<file path="src/rtl/pspit_pkg.sv">
package pspit_pkg;

  // Fixed port widths of the item and result fields
  localparam int SRC_W = 4;
  localparam int ID_W  = 32;

  // Depth of the queue between accept side and state update side
  localparam int QDEPTH = 2;

  typedef enum logic {
    OP_CHECK  = 1'b0,
    OP_RECORD = 1'b1
  } op_e;

  // Classified item as it travels through the queue
  typedef struct packed {
    op_e              op;
    logic             in_range;
    logic [SRC_W-1:0] source;
    logic [ID_W-1:0]  packet_id;
  } item_t;

  typedef struct packed {
    logic            seen;
    logic            ord;
    logic            ovf;
    logic [ID_W-1:0] next;
  } result_t;

endpackage

</file>
<file path="src/rtl/pspit_front.sv">
module pspit_front #(
  parameter int NODES = 16
) (
  input  logic                         in_valid_i,
  output logic                         in_ready_o,
  input  logic                         op_i,
  input  logic [pspit_pkg::SRC_W-1:0]  source_i,
  input  logic [pspit_pkg::ID_W-1:0]   packet_id_i,
  input  logic                         q_ready_i,
  input  logic                         clr_busy_i,
  output logic                         push_o,
  output pspit_pkg::item_t             item_o
);
  import pspit_pkg::*;

  // no intake while the state store is being swept clear
  assign in_ready_o = q_ready_i && !clr_busy_i;
  assign push_o     = in_valid_i && in_ready_o;

  always_comb begin
    item_o           = '0;
    item_o.op        = op_i ? OP_RECORD : OP_CHECK;
    item_o.in_range  = (32'(source_i) < 32'(NODES));
    item_o.source    = source_i;
    item_o.packet_id = packet_id_i;
  end

endmodule

</file>
<file path="src/rtl/pspit_queue.sv">
module pspit_queue (
  input  logic              clk_i,
  input  logic              rst_ni,
  input  logic              push_i,
  input  pspit_pkg::item_t  item_i,
  output logic              ready_o,
  output logic              valid_o,
  output pspit_pkg::item_t  item_o,
  input  logic              pop_i
);
  import pspit_pkg::*;

  localparam int PTR_W = (QDEPTH > 1) ? $clog2(QDEPTH) : 1;
  localparam int CNT_W = $clog2(QDEPTH + 1);

  item_t            slot_q [QDEPTH];
  logic [PTR_W-1:0] wr_ptr_q, rd_ptr_q;
  logic [CNT_W-1:0] cnt_q;

  assign ready_o = (cnt_q != CNT_W'(QDEPTH));
  assign valid_o = (cnt_q != '0);
  assign item_o  = slot_q[rd_ptr_q];

  always_ff @(posedge clk_i or negedge rst_ni) begin
    if (!rst_ni) begin
      wr_ptr_q <= '0;
      rd_ptr_q <= '0;
      cnt_q    <= '0;
    end else begin
      if (push_i) begin
        wr_ptr_q <= (wr_ptr_q == PTR_W'(QDEPTH - 1)) ? '0 : wr_ptr_q + PTR_W'(1);
      end
      if (pop_i) begin
        rd_ptr_q <= (rd_ptr_q == PTR_W'(QDEPTH - 1)) ? '0 : rd_ptr_q + PTR_W'(1);
      end
      if (push_i && !pop_i) begin
        cnt_q <= cnt_q + CNT_W'(1);
      end else if (pop_i && !push_i) begin
        cnt_q <= cnt_q - CNT_W'(1);
      end
    end
  end

  always_ff @(posedge clk_i) begin
    if (push_i) begin
      slot_q[wr_ptr_q] <= item_i;
    end
  end

endmodule

</file>
<file path="src/rtl/pspit_back.sv">
module pspit_back #(
  parameter int NODES   = 16,
  parameter int WINDOW  = 64,
  parameter int ID_BITS = 32
) (
  input  logic                        clk_i,
  input  logic                        rst_ni,
  input  logic                        q_valid_i,
  input  pspit_pkg::item_t            q_item_i,
  output logic                        pop_o,
  output logic                        clr_busy_o,
  output logic                        out_valid_o,
  input  logic                        out_ready_i,
  output pspit_pkg::result_t          res_o
);
  import pspit_pkg::*;

  localparam int IDX_W = $clog2(NODES);
  localparam int EW    = ID_BITS + WINDOW;
  localparam int WB    = $clog2(WINDOW);
  localparam int CW    = $clog2(WINDOW + 1);

  typedef enum logic [1:0] {
    S_CLR,
    S_IDLE,
    S_EVAL,
    S_ADV
  } state_e;

  state_e             state_q;
  logic [IDX_W-1:0]   clr_q;
  logic               out_valid_q;
  result_t            out_q;
  item_t              item_q;
  logic [CW-1:0]      tz_q;
  logic [EW-1:0]      rd_q;
  logic [EW-1:0]      mem [NODES];

  logic               out_free;
  logic [IDX_W-1:0]   rd_idx, wr_idx, mem_waddr;
  logic               mem_we;
  logic [EW-1:0]      mem_wdata;
  logic               res_fire, go_adv;
  result_t            res_d;

  logic [ID_BITS-1:0] id, cur_next, id_ofs, adv_next;
  logic [WINDOW-1:0]  cur_map, adv_map, set_bit;
  logic               below, eq, gt, in_win, seen;
  logic [CW-1:0]      ones_cnt;

  assign out_free    = !out_valid_q || out_ready_i;
  assign pop_o       = (state_q == S_IDLE) && q_valid_i;
  assign clr_busy_o  = (state_q == S_CLR);
  assign out_valid_o = out_valid_q;
  assign res_o       = out_q;

  assign rd_idx = IDX_W'(q_item_i.source);
  assign wr_idx = IDX_W'(item_q.source);

  // current per-source state as read back from the store
  assign cur_next = rd_q[EW-1:WINDOW];
  assign cur_map  = rd_q[WINDOW-1:0];
  assign id       = ID_BITS'(item_q.packet_id);

  assign below   = (id < cur_next);
  assign eq      = (id == cur_next);
  assign gt      = !below && !eq;
  assign id_ofs  = id - cur_next - ID_BITS'(1);
  assign in_win  = gt && (64'(id_ofs) < 64'(WINDOW));
  assign seen    = below || (in_win && cur_map[id_ofs[WB-1:0]]);
  assign set_bit = WINDOW'(1) << id_ofs[WB-1:0];

  // run of consecutive early ids just past the expected one
  always_comb begin
    ones_cnt = CW'(WINDOW);
    for (int i = WINDOW - 1; i >= 0; i--) begin
      if (!cur_map[i]) begin
        ones_cnt = CW'(i);
      end
    end
  end

  assign adv_next = cur_next + ID_BITS'(tz_q) + ID_BITS'(1);
  assign adv_map  = (cur_map >> tz_q) >> 1;

  always_comb begin
    res_fire  = 1'b0;
    go_adv    = 1'b0;
    mem_we    = 1'b0;
    mem_waddr = wr_idx;
    mem_wdata = '0;
    res_d     = '0;
    case (state_q)
      S_CLR: begin
        mem_we    = 1'b1;
        mem_waddr = clr_q;
      end
      S_EVAL: begin
        if (!item_q.in_range) begin
          res_fire = out_free;
        end else if (item_q.op == OP_CHECK || seen) begin
          res_d.seen = seen;
          res_d.next = ID_W'(cur_next);
          res_fire   = out_free;
        end else if (eq) begin
          go_adv = 1'b1;
        end else if (in_win) begin
          res_d.next = ID_W'(cur_next);
          res_fire   = out_free;
          mem_we     = out_free;
          mem_wdata  = {cur_next, cur_map | set_bit};
        end else begin
          res_d.ovf  = 1'b1;
          res_d.next = ID_W'(cur_next);
          res_fire   = out_free;
        end
      end
      S_ADV: begin
        res_d.ord  = 1'b1;
        res_d.next = ID_W'(adv_next);
        res_fire   = out_free;
        mem_we     = out_free;
        mem_wdata  = {adv_next, adv_map};
      end
      default: begin
      end
    endcase
  end

  always_ff @(posedge clk_i or negedge rst_ni) begin
    if (!rst_ni) begin
      state_q     <= S_CLR;
      clr_q       <= '0;
      out_valid_q <= 1'b0;
    end else begin
      if (res_fire) begin
        out_valid_q <= 1'b1;
      end else if (out_ready_i) begin
        out_valid_q <= 1'b0;
      end
      case (state_q)
        S_CLR: begin
          clr_q <= clr_q + IDX_W'(1);
          if (clr_q == IDX_W'(NODES - 1)) begin
            state_q <= S_IDLE;
          end
        end
        S_IDLE: begin
          if (q_valid_i) begin
            state_q <= S_EVAL;
          end
        end
        S_EVAL: begin
          if (go_adv) begin
            state_q <= S_ADV;
          end else if (res_fire) begin
            state_q <= S_IDLE;
          end
        end
        S_ADV: begin
          if (res_fire) begin
            state_q <= S_IDLE;
          end
        end
        default: begin
          state_q <= S_IDLE;
        end
      endcase
    end
  end

  always_ff @(posedge clk_i) begin
    if (res_fire) begin
      out_q <= res_d;
    end
    if (pop_o) begin
      item_q <= q_item_i;
    end
    if (go_adv) begin
      tz_q <= ones_cnt;
    end
  end

  // per-source state store: one write port, one registered read port
  always_ff @(posedge clk_i) begin
    if (mem_we) begin
      mem[mem_waddr] <= mem_wdata;
    end
    if (pop_o) begin
      rd_q <= mem[rd_idx];
    end
  end

endmodule

</file>
<file path="src/rtl/per_source_packet_id_tracker_unit.sv">
// Per-source packet id tracker. Each transfer on the input channel names a
// source, a packet id and an op: check reports whether that id was already
// received, record marks it. Per source the unit keeps the next expected id
// and a WINDOW-bit map of ids that arrived early (bit k stands for id
// next + 1 + k). Recording the expected id moves it past the whole run of
// already marked ids and shifts the map along; an early id inside the window
// sets its bit; one beyond the window is dropped and flagged in
// window_overflow; an id below the expected one changes nothing. A source
// index of NODES or more yields an all-zero result. Exactly one result
// transfer follows each input transfer, in order.
// After reset the state store is swept clear entry by entry, during which
// in_ready_o is low. Afterwards the update engine takes one item at a time:
// store read, then evaluate and write back, or, when a recorded id is the
// expected one, run count, then advance and write back. The per-source
// store has one write port and one registered read port; a 2-entry queue
// and the output register keep intake and delivery running while the
// engine or the consumer stalls.
module per_source_packet_id_tracker_unit #(
  parameter int NODES   = 16,
  parameter int WINDOW  = 64,
  parameter int ID_BITS = 32
) (
  input  logic                        clk_i,
  input  logic                        rst_ni,
  input  logic                        in_valid_i,
  output logic                        in_ready_o,
  input  logic                        op_i,
  input  logic [pspit_pkg::SRC_W-1:0] source_i,
  input  logic [pspit_pkg::ID_W-1:0]  packet_id_i,
  output logic                        out_valid_o,
  input  logic                        out_ready_i,
  output logic                        already_received_o,
  output logic                        in_order_o,
  output logic                        window_overflow_o,
  output logic [pspit_pkg::ID_W-1:0]  next_expected_o
);
  import pspit_pkg::*;

  item_t   push_item, head_item;
  logic    push, q_ready, q_valid, pop, clr_busy;
  result_t res;

  // intake: handshake and source range classification
  pspit_front #(
    .NODES (NODES)
  ) u_front (
    .in_valid_i  (in_valid_i),
    .in_ready_o  (in_ready_o),
    .op_i        (op_i),
    .source_i    (source_i),
    .packet_id_i (packet_id_i),
    .q_ready_i   (q_ready),
    .clr_busy_i  (clr_busy),
    .push_o      (push),
    .item_o      (push_item)
  );

  // decouples intake from the state update engine
  pspit_queue u_queue (
    .clk_i   (clk_i),
    .rst_ni  (rst_ni),
    .push_i  (push),
    .item_i  (push_item),
    .ready_o (q_ready),
    .valid_o (q_valid),
    .item_o  (head_item),
    .pop_i   (pop)
  );

  // state store, read-modify-write engine and output register
  pspit_back #(
    .NODES   (NODES),
    .WINDOW  (WINDOW),
    .ID_BITS (ID_BITS)
  ) u_back (
    .clk_i       (clk_i),
    .rst_ni      (rst_ni),
    .q_valid_i   (q_valid),
    .q_item_i    (head_item),
    .pop_o       (pop),
    .clr_busy_o  (clr_busy),
    .out_valid_o (out_valid_o),
    .out_ready_i (out_ready_i),
    .res_o       (res)
  );

  assign already_received_o = res.seen;
  assign in_order_o         = res.ord;
  assign window_overflow_o  = res.ovf;
  assign next_expected_o    = res.next;

endmodule
</file>
<file path="config.mk">
export PLATFORM = sky130hd
export DESIGN_NAME = per_source_packet_id_tracker_unit
export DESIGN_NICKNAME = d
export VERILOG_FILES = /design/src/rtl/pspit_pkg.sv /design/src/rtl/pspit_front.sv /design/src/rtl/pspit_queue.sv /design/src/rtl/pspit_back.sv /design/src/rtl/per_source_packet_id_tracker_unit.sv
export SDC_FILE = /design/constraint.sdc
export NUM_CORES = 2
export LEC_CHECK = 0
export BUFFER_PORTS_ARGS = -buffer_cell sky130_fd_sc_hd__buf_2
export CAP_MARGIN = 20
export CORE_ASPECT_RATIO = 1.5
export CORE_MARGIN = 2
export CORE_UTILIZATION = 40
export DETAILED_ROUTE_END_ITERATION = 8
export HOLD_SLACK_MARGIN = 0.15
export MAX_ROUTING_LAYER = met4
export PLACE_DENSITY_LB_ADDON = 0.1
export SYNTH_ARGS = -nofsm -noshare
export SYNTH_HDL_FRONTEND = slang
export SYNTH_HIERARCHICAL = 1
export SYNTH_SLANG_ARGS = --single-unit
</file>
<file path="constraint.sdc">
create_clock -name clk_i -period 26.6 [get_ports clk_i]
set_clock_uncertainty 0.1 [all_clocks]
set_input_delay 5.32 -clock clk_i [delete_from_list [all_inputs] [get_ports clk_i]]
set_output_delay 5.32 -clock clk_i [all_outputs]
set_load 0.03 [all_outputs]
</file>
# [Word-level counts from Yosys, hierarchy flattened]
# Memories as Yosys holds them, arrays and structs flattened. A register that Yosys moved wholly into a read port is not among the register bits.
# Index checks and enable logic that the tools add are counted.
[totals] output_inout_bits=37 ram_bits=1610 input_bits=41 elab_cells=185 mem_count=2 register_bits=91
[op_classes] shifts=2 reduce_logical=30 eq_ne=8 bitwise=4 n_addsub=9 n_mux=106 n_lt_le_gt_ge=3
[mem_list] memory="u_back.mem" words=16 word_bits=96 rd=1 rd_ports_with_merged_regs=1 wr=1 line="pspit_back.sv:37" rtl="logic [EW-1:0] mem [NODES];"
[mem_list] memory="u_queue.slot_q" words=2 word_bits=37 rd=1 rd_ports_with_merged_regs=0 wr=1 line="pspit_queue.sv:16" rtl="item_t slot_q [QDEPTH];"
[op_table] operator="$mux W96" count=4
[op_table] operator="$pmux W96 S2" count=1
[op_table] operator="$mux W6" count=31
[op_table] operator="$mux W5" count=16
[op_table] operator="$mux W32" count=2
[op_table] operator="$or A64 B64 Y64" count=1
[op_table] operator="$pmux W32 S2" count=1
[op_table] operator="$shl A1 B6 Y64 const A" count=1
[op_table] operator="$shr A64 B7 Y64" count=1
[op_table] operator="$reduce_and A63 Y1" count=1
[op_table] operator="$mux W4" count=9
[op_table] operator="$mux W33" count=1
[op_table] operator="$add A32 B1 Y32 const B" count=1
[op_table] operator="$add A32 B7 Y32" count=1
[op_table] operator="$eq A32 B32 Y1" count=1
[op_table] operator="$lt A32 B32 Y1" count=1
[op_table] operator="$lt A32 B7 Y1 const B" count=1
[op_table] operator="$reduce_and A32 Y1" count=1
[op_table] operator="$sub A32 B1 Y32 const B" count=1
[op_table] operator="$sub A32 B32 Y32" count=1
[op_table] operator="$mux W1" count=24
[op_table] operator="$mux W2" count=8
[op_table] operator="$reduce_and A16 Y1" count=1
[op_table] operator="$mux W3" count=4
[op_table] operator="other kinds (26)" count=48

# [Longest topological paths before layout]
[depth] word_depth=63 ltp_mapped=16 depth_no_buf=13

# [Cells and area by module]
# Netlist, hierarchy kept.
[modules_own_cells] mod="pspit_back" n_inst=1 cells_per_inst=3932 area_each_um2=73267.8 seq_area_each_um2=51584.5
[modules_own_cells] mod="pspit_queue" n_inst=1 cells_per_inst=134 area_each_um2=2977.9 seq_area_each_um2=2382.3
[modules_own_cells] mod="pspit_front" n_inst=1 cells_per_inst=41 area_each_um2=304.0 seq_area_each_um2=0.0

# [Worst setup path after synthesis]
# No wires, ideal clock.
[synth_timing] path_type="input to register" start="in out_ready_i" end="mem u_back/mem[11][0] (netlist name) (enable)" path_slack_ns=12.947 arrival_time_ns=12.870 stages=6 setup_ns=0.683 path_buffers=2 t_required_ns=25.817 cell_sequence="nand2b_1 and2_1 clkbuf_1 clkbuf_1 nand2_1 o21ai_0"
[synth_via] elab_chain_len=8
[synth_lines] element="start: declaration" line="per_source_packet_id_tracker_unit.sv:31" rtl="input logic out_ready_i,"
[synth_lines] element="$logic_or A1 B1 Y1 (*)" line="pspit_back.sv:51" rtl="assign out_free = !out_valid_q || out_ready_i;"
[synth_lines] element="$mux W1" line="pspit_back.sv:107" rtl="end else if (in_win) begin"
[synth_lines] element="$mux W1" line="pspit_back.sv:105" rtl="end else if (eq) begin"
[synth_lines] element="$mux W1" line="pspit_back.sv:101" rtl="end else if (item_q.op == OP_CHECK || seen) begin"
[synth_lines] element="$mux W1" line="pspit_back.sv:99" rtl="if (!item_q.in_range) begin"
[synth_lines] element="$pmux W1 S3 (*)" line="pspit_back.sv:93" rtl="case (state_q)"
[synth_lines] element="$mux W1 (*)" line="pspit_back.sv:186" rtl="if (mem_we) begin"
[synth_lines] element="$mux W1 (implied by the code) (*)" line="pspit_back.sv:187" rtl="mem[mem_waddr] <= mem_wdata;"
[synth_lines] element="end: declaration" line="pspit_back.sv:37"
# Every way passes the cells marked *; elsewhere a longest branch is shown, timed or not.

# [Worst setup path after layout]
[layout_timing] start="in out_ready_i" end="mem u_back/mem[6][12] (netlist name) (enable)"
# Same word-level chain as after synthesis.

==> results.txt <==
Total setup buffers inserted after CTS -> 0
Fraction of power consumed by the clock network -> 24.8%
Die Height -> 539.8 um
Clk root buf -> clkbuf_16
RSZ-0062 raised after global routing -> false
Initial drt markers -> 3511
Buffers added on ports -> 77
Async set-reset flop share out of synthesis -> 0.6115%
Vias in the first global route -> 42100
Worst Max-Slew Pin Slew -> 1.109 ns
#FFs+latches synth -> 1799
Num CTS Buffers -> 178
Row cnt -> 196
Cell taking the most area after synthesis -> edfxtp_1
Int Pwr -> 6.415 mW
Full die area -> 0.1950 mm^2
Crit path max fanout -> 49
Min Clock Period, post-route -> 8.338 ns
CTS resizes -> 0
DRT Pass-1 Iters -> 5
Switching power -> 3.430 mW
Met3 GRT Util -> 2.453%
Relative slew slack -> 26.04%
ANT nets after route -> 0
Clock sink count -> 1799
CP Data Required Time -> 26.92 ns
Die X -> 361.2 um
Maximum clock rate -> 119.9 MHz
CTS tree -> yes
Max clock buf depth -> 4
Max cap viols -> 0
First-pass GRT wire length -> 311.8 mm
Launching element type of the critical path -> input port
Most frequent cells in the layout -> edfxtp_1 (1788), mux4_2 (545), nand2_1 (272), clkbuf_16 (183), a21oi_1 (150)
GR Overflow Total -> 0
Fin. Hold Viols -> 0
Post-Syn Instances -> 4107
Clock-pin slew on the worst setup and hold paths -> 0.06 ns
Setup CP Type -> input port to flip-flop
GR Util met2 -> 40.68%
Pwr dens -> 114.4 mW/mm^2
Ranking of synthesized cells by area -> edfxtp_1 (70%), mux4_2 (16%), nand2_1 (1.3%), o21ai_0 (1.2%), a21oi_1 (0.98%)
DR vias -> 40410
Total chip power -> 9.846 mW
Synth Flop Type -> edfxtp_1
Slowest cell on crit path -> buf_4
Worst setup EP type -> flip-flop
Core ar. -> 0.1901 mm^2
Initial antenna violation count -> 7
Reg2reg setup slack -> 19.38 ns
Max Transition Viols Final -> 0
Switching Share -> 34.84%
TNS Setup -> 0 ns
Largest net degree at the start of global routing -> 120
Max VDD drop -> 0.00008035 V
Setup-failing EPs final -> 0
WP data arrival -> 8.65 ns
Aggregate routed wire length -> 217.2 mm
Share of cells above drive strength 1 -> 26.90%
NumNets Final -> 4340
Wire length per cell -> 31.63 um
Hold WC Path Type -> flip-flop to flip-flop
Clk Latency, worst-skew pair -> 0.85 ns
Gr usage total -> 22.97%
DR vias/cell -> 5.884
Critical path's most frequent cell -> buf_4
Seq/Total Area, Yosys -> 70.50%
Most common cell after layout, fill and taps aside -> edfxtp_1
CP Cell Sequence -> buf_2, nand2b_1, and2_1, nand2_1, o21ai_4, buf_4, buf_4
Syn Area/Cell -> 18.64 um^2
EDFF count, synth -> 1788
Syn Nets -> 4192
Comb power frac -> 34.6%
Initial Util -> 40.28%
Area growth, synth to finish -> 12.46%
I/O pins -> 78
Period utilisation layout -> 31.34%
H-tree levels -> 4
Netlist cell types -> 91
Leak -> 28.11 nW
Area share of the largest cell type after synthesis -> 70.14%
Dpl hpwl -> 131.0 mm
Mapped Area -> 0.07655 mm^2
Final GP Congestion -> 0.9601
CP max stage delay -> 0.84 ns
Grt met1 use -> 26.68%
Status -> completed
Ys Warns -> 6
Grt peak-use layer -> met2
DRC errors left -> 0
CTS Hold Bufs -> 0
Sequential share of power -> 40.6%
-- cell type report --
| type | instances | area [um^2] |
|---|---|---|
| clock buffer | 214 | 4696 |
| sequential | 1799 | 53970 |
| timing repair buffer | 239 | 1752 |
| tap | 2475 | 3097 |
| clock inverter | 102 | 843.3 |
| fill | 16210 | 104000 |
| multi-input combinational | 1946 | 21390 |
| antenna | 1 | 2.502 |
| inverter | 91 | 341.6 |
-- cell families (layout without fill, tap and decap cells) --
group | after synthesis | after routing | share of synthesized area, %
XOR/XNOR | 20 | 20 | 0.2288
multiplexers | 675 | 675 | 17.88
flip-flops | 1799 | 1799 | 70.50
AND/OR/NAND/NOR | 610 | 610 | 3.689
AO/OA/AOI/OAI | 596 | 596 | 4.863
other | 1 | 2 | 0.004899
adder cells (fa/ha/maj) | 44 | 44 | 0.7388
buffers and inverters | 362 | 646 | 2.099
-- power by group through the flow --
stage / sequential (mW) / clock, mW / combinational [mW]
after floorplan: 4.04 / 0 / 2.22
after global placement: 4.05 / 0 / 3.43
after detailed placement: 4.05 / 0 / 3.45
after CTS: 4.00 / 2.51 / 3.46
after global routing: 4.02 / 2.61 / 3.64
final: 3.99 / 2.45 / 3.41
-- worst max-delay path, delay by kind of cell --
| family | cells | cell delay (ns) |
|---|---|---|
| AO/OA/AOI/OAI | 1 | 0.63 |
| buffers and inverters | 3 | 1.58 |
| AND/OR/NAND/NOR | 3 | 1.05 |
-- synth_stat cells, types with 9 or more instances --
master,number
a211oi_1,22
a21o_1,14
a21oi_1,150
a31oi_1,30
and2_1,12
and3_1,10
and4_1,10
buf_1,45
buf_4,40
buf_6,10
clkbuf_1,166
dfrtp_1,11
edfxtp_1,1788
ha_1,42
inv_1,87
mux2_2,48
mux2_4,10
mux2i_1,72
mux4_2,545
nand2_1,273
nand2b_1,15
nand3_1,38
nand3b_1,9
nand4_1,32
nor2_1,125
nor2b_1,11
nor3_1,26
nor4_1,13
o2111ai_1,9
o211ai_1,22
o21a_1,12
o21ai_0,176
o21ai_1,18
o21ai_2,10
o22ai_1,38
or3_1,10
xnor2_1,11
xor2_1,9
-- registers in the layout (all words and copies together), names as in the netlist --
register / flops
u_back/out_valid_o: 1
u_queue/rd_ptr_q: 1
u_queue/slot_q: 76
u_back/clr_q: 4
u_back/tz_q: 7
u_back/rd_q: 96
u_back/res_o: 35
u_queue/cnt_q: 2
u_back/wr_idx: 4
u_back/state_q: 2
u_back/item_q: 2
u_back/id: 32
u_queue/wr_ptr_q: 1
u_back/mem: 1536
-- per-stage QoR --
step,area (um^2),util (%),hold slack [ns],std cells,setup WS (ns)
finish,86090,45.29,0.3878,6867,18.26
global route,86090,45.29,0.4158,6867,18.06
CTS,85970,45.23,0.3940,6852,18.18
detailed placement,80430,42.32,0.3786,6536,17.30
global placement,80340,42.27,0.3760,6527,17.36
floorplan,76550,-,0.3555,4107,12.95
-- worst paths after layout --
check	start	to	depth (start not counted)
setup / recovery	out_ready_i	u_back/mem[6][12]	7
hold / removal	u_queue/cnt_q[1]	u_queue/cnt_q[1]	1
setup reg to reg	u_back/rd_q[71]	u_back/mem[6][12]	14
hold reg to reg	u_queue/cnt_q[1]	u_queue/cnt_q[1]	1
max in group asynchronous	rst_ni	u_queue/rd_ptr_q	1
min in group asynchronous	rst_ni	u_back/state_q[1]	1
-- routing by layer --
layer,wire (um),up-vias,part of all wire (%)
li1,-,17190,-
met1,82540,21590,38
met2,116300,1206,54
met3,8566,420,3.9
met4,9804,0,4.5
met5,0,-,0
Note: power is estimated with default switching activity, not from simulation.
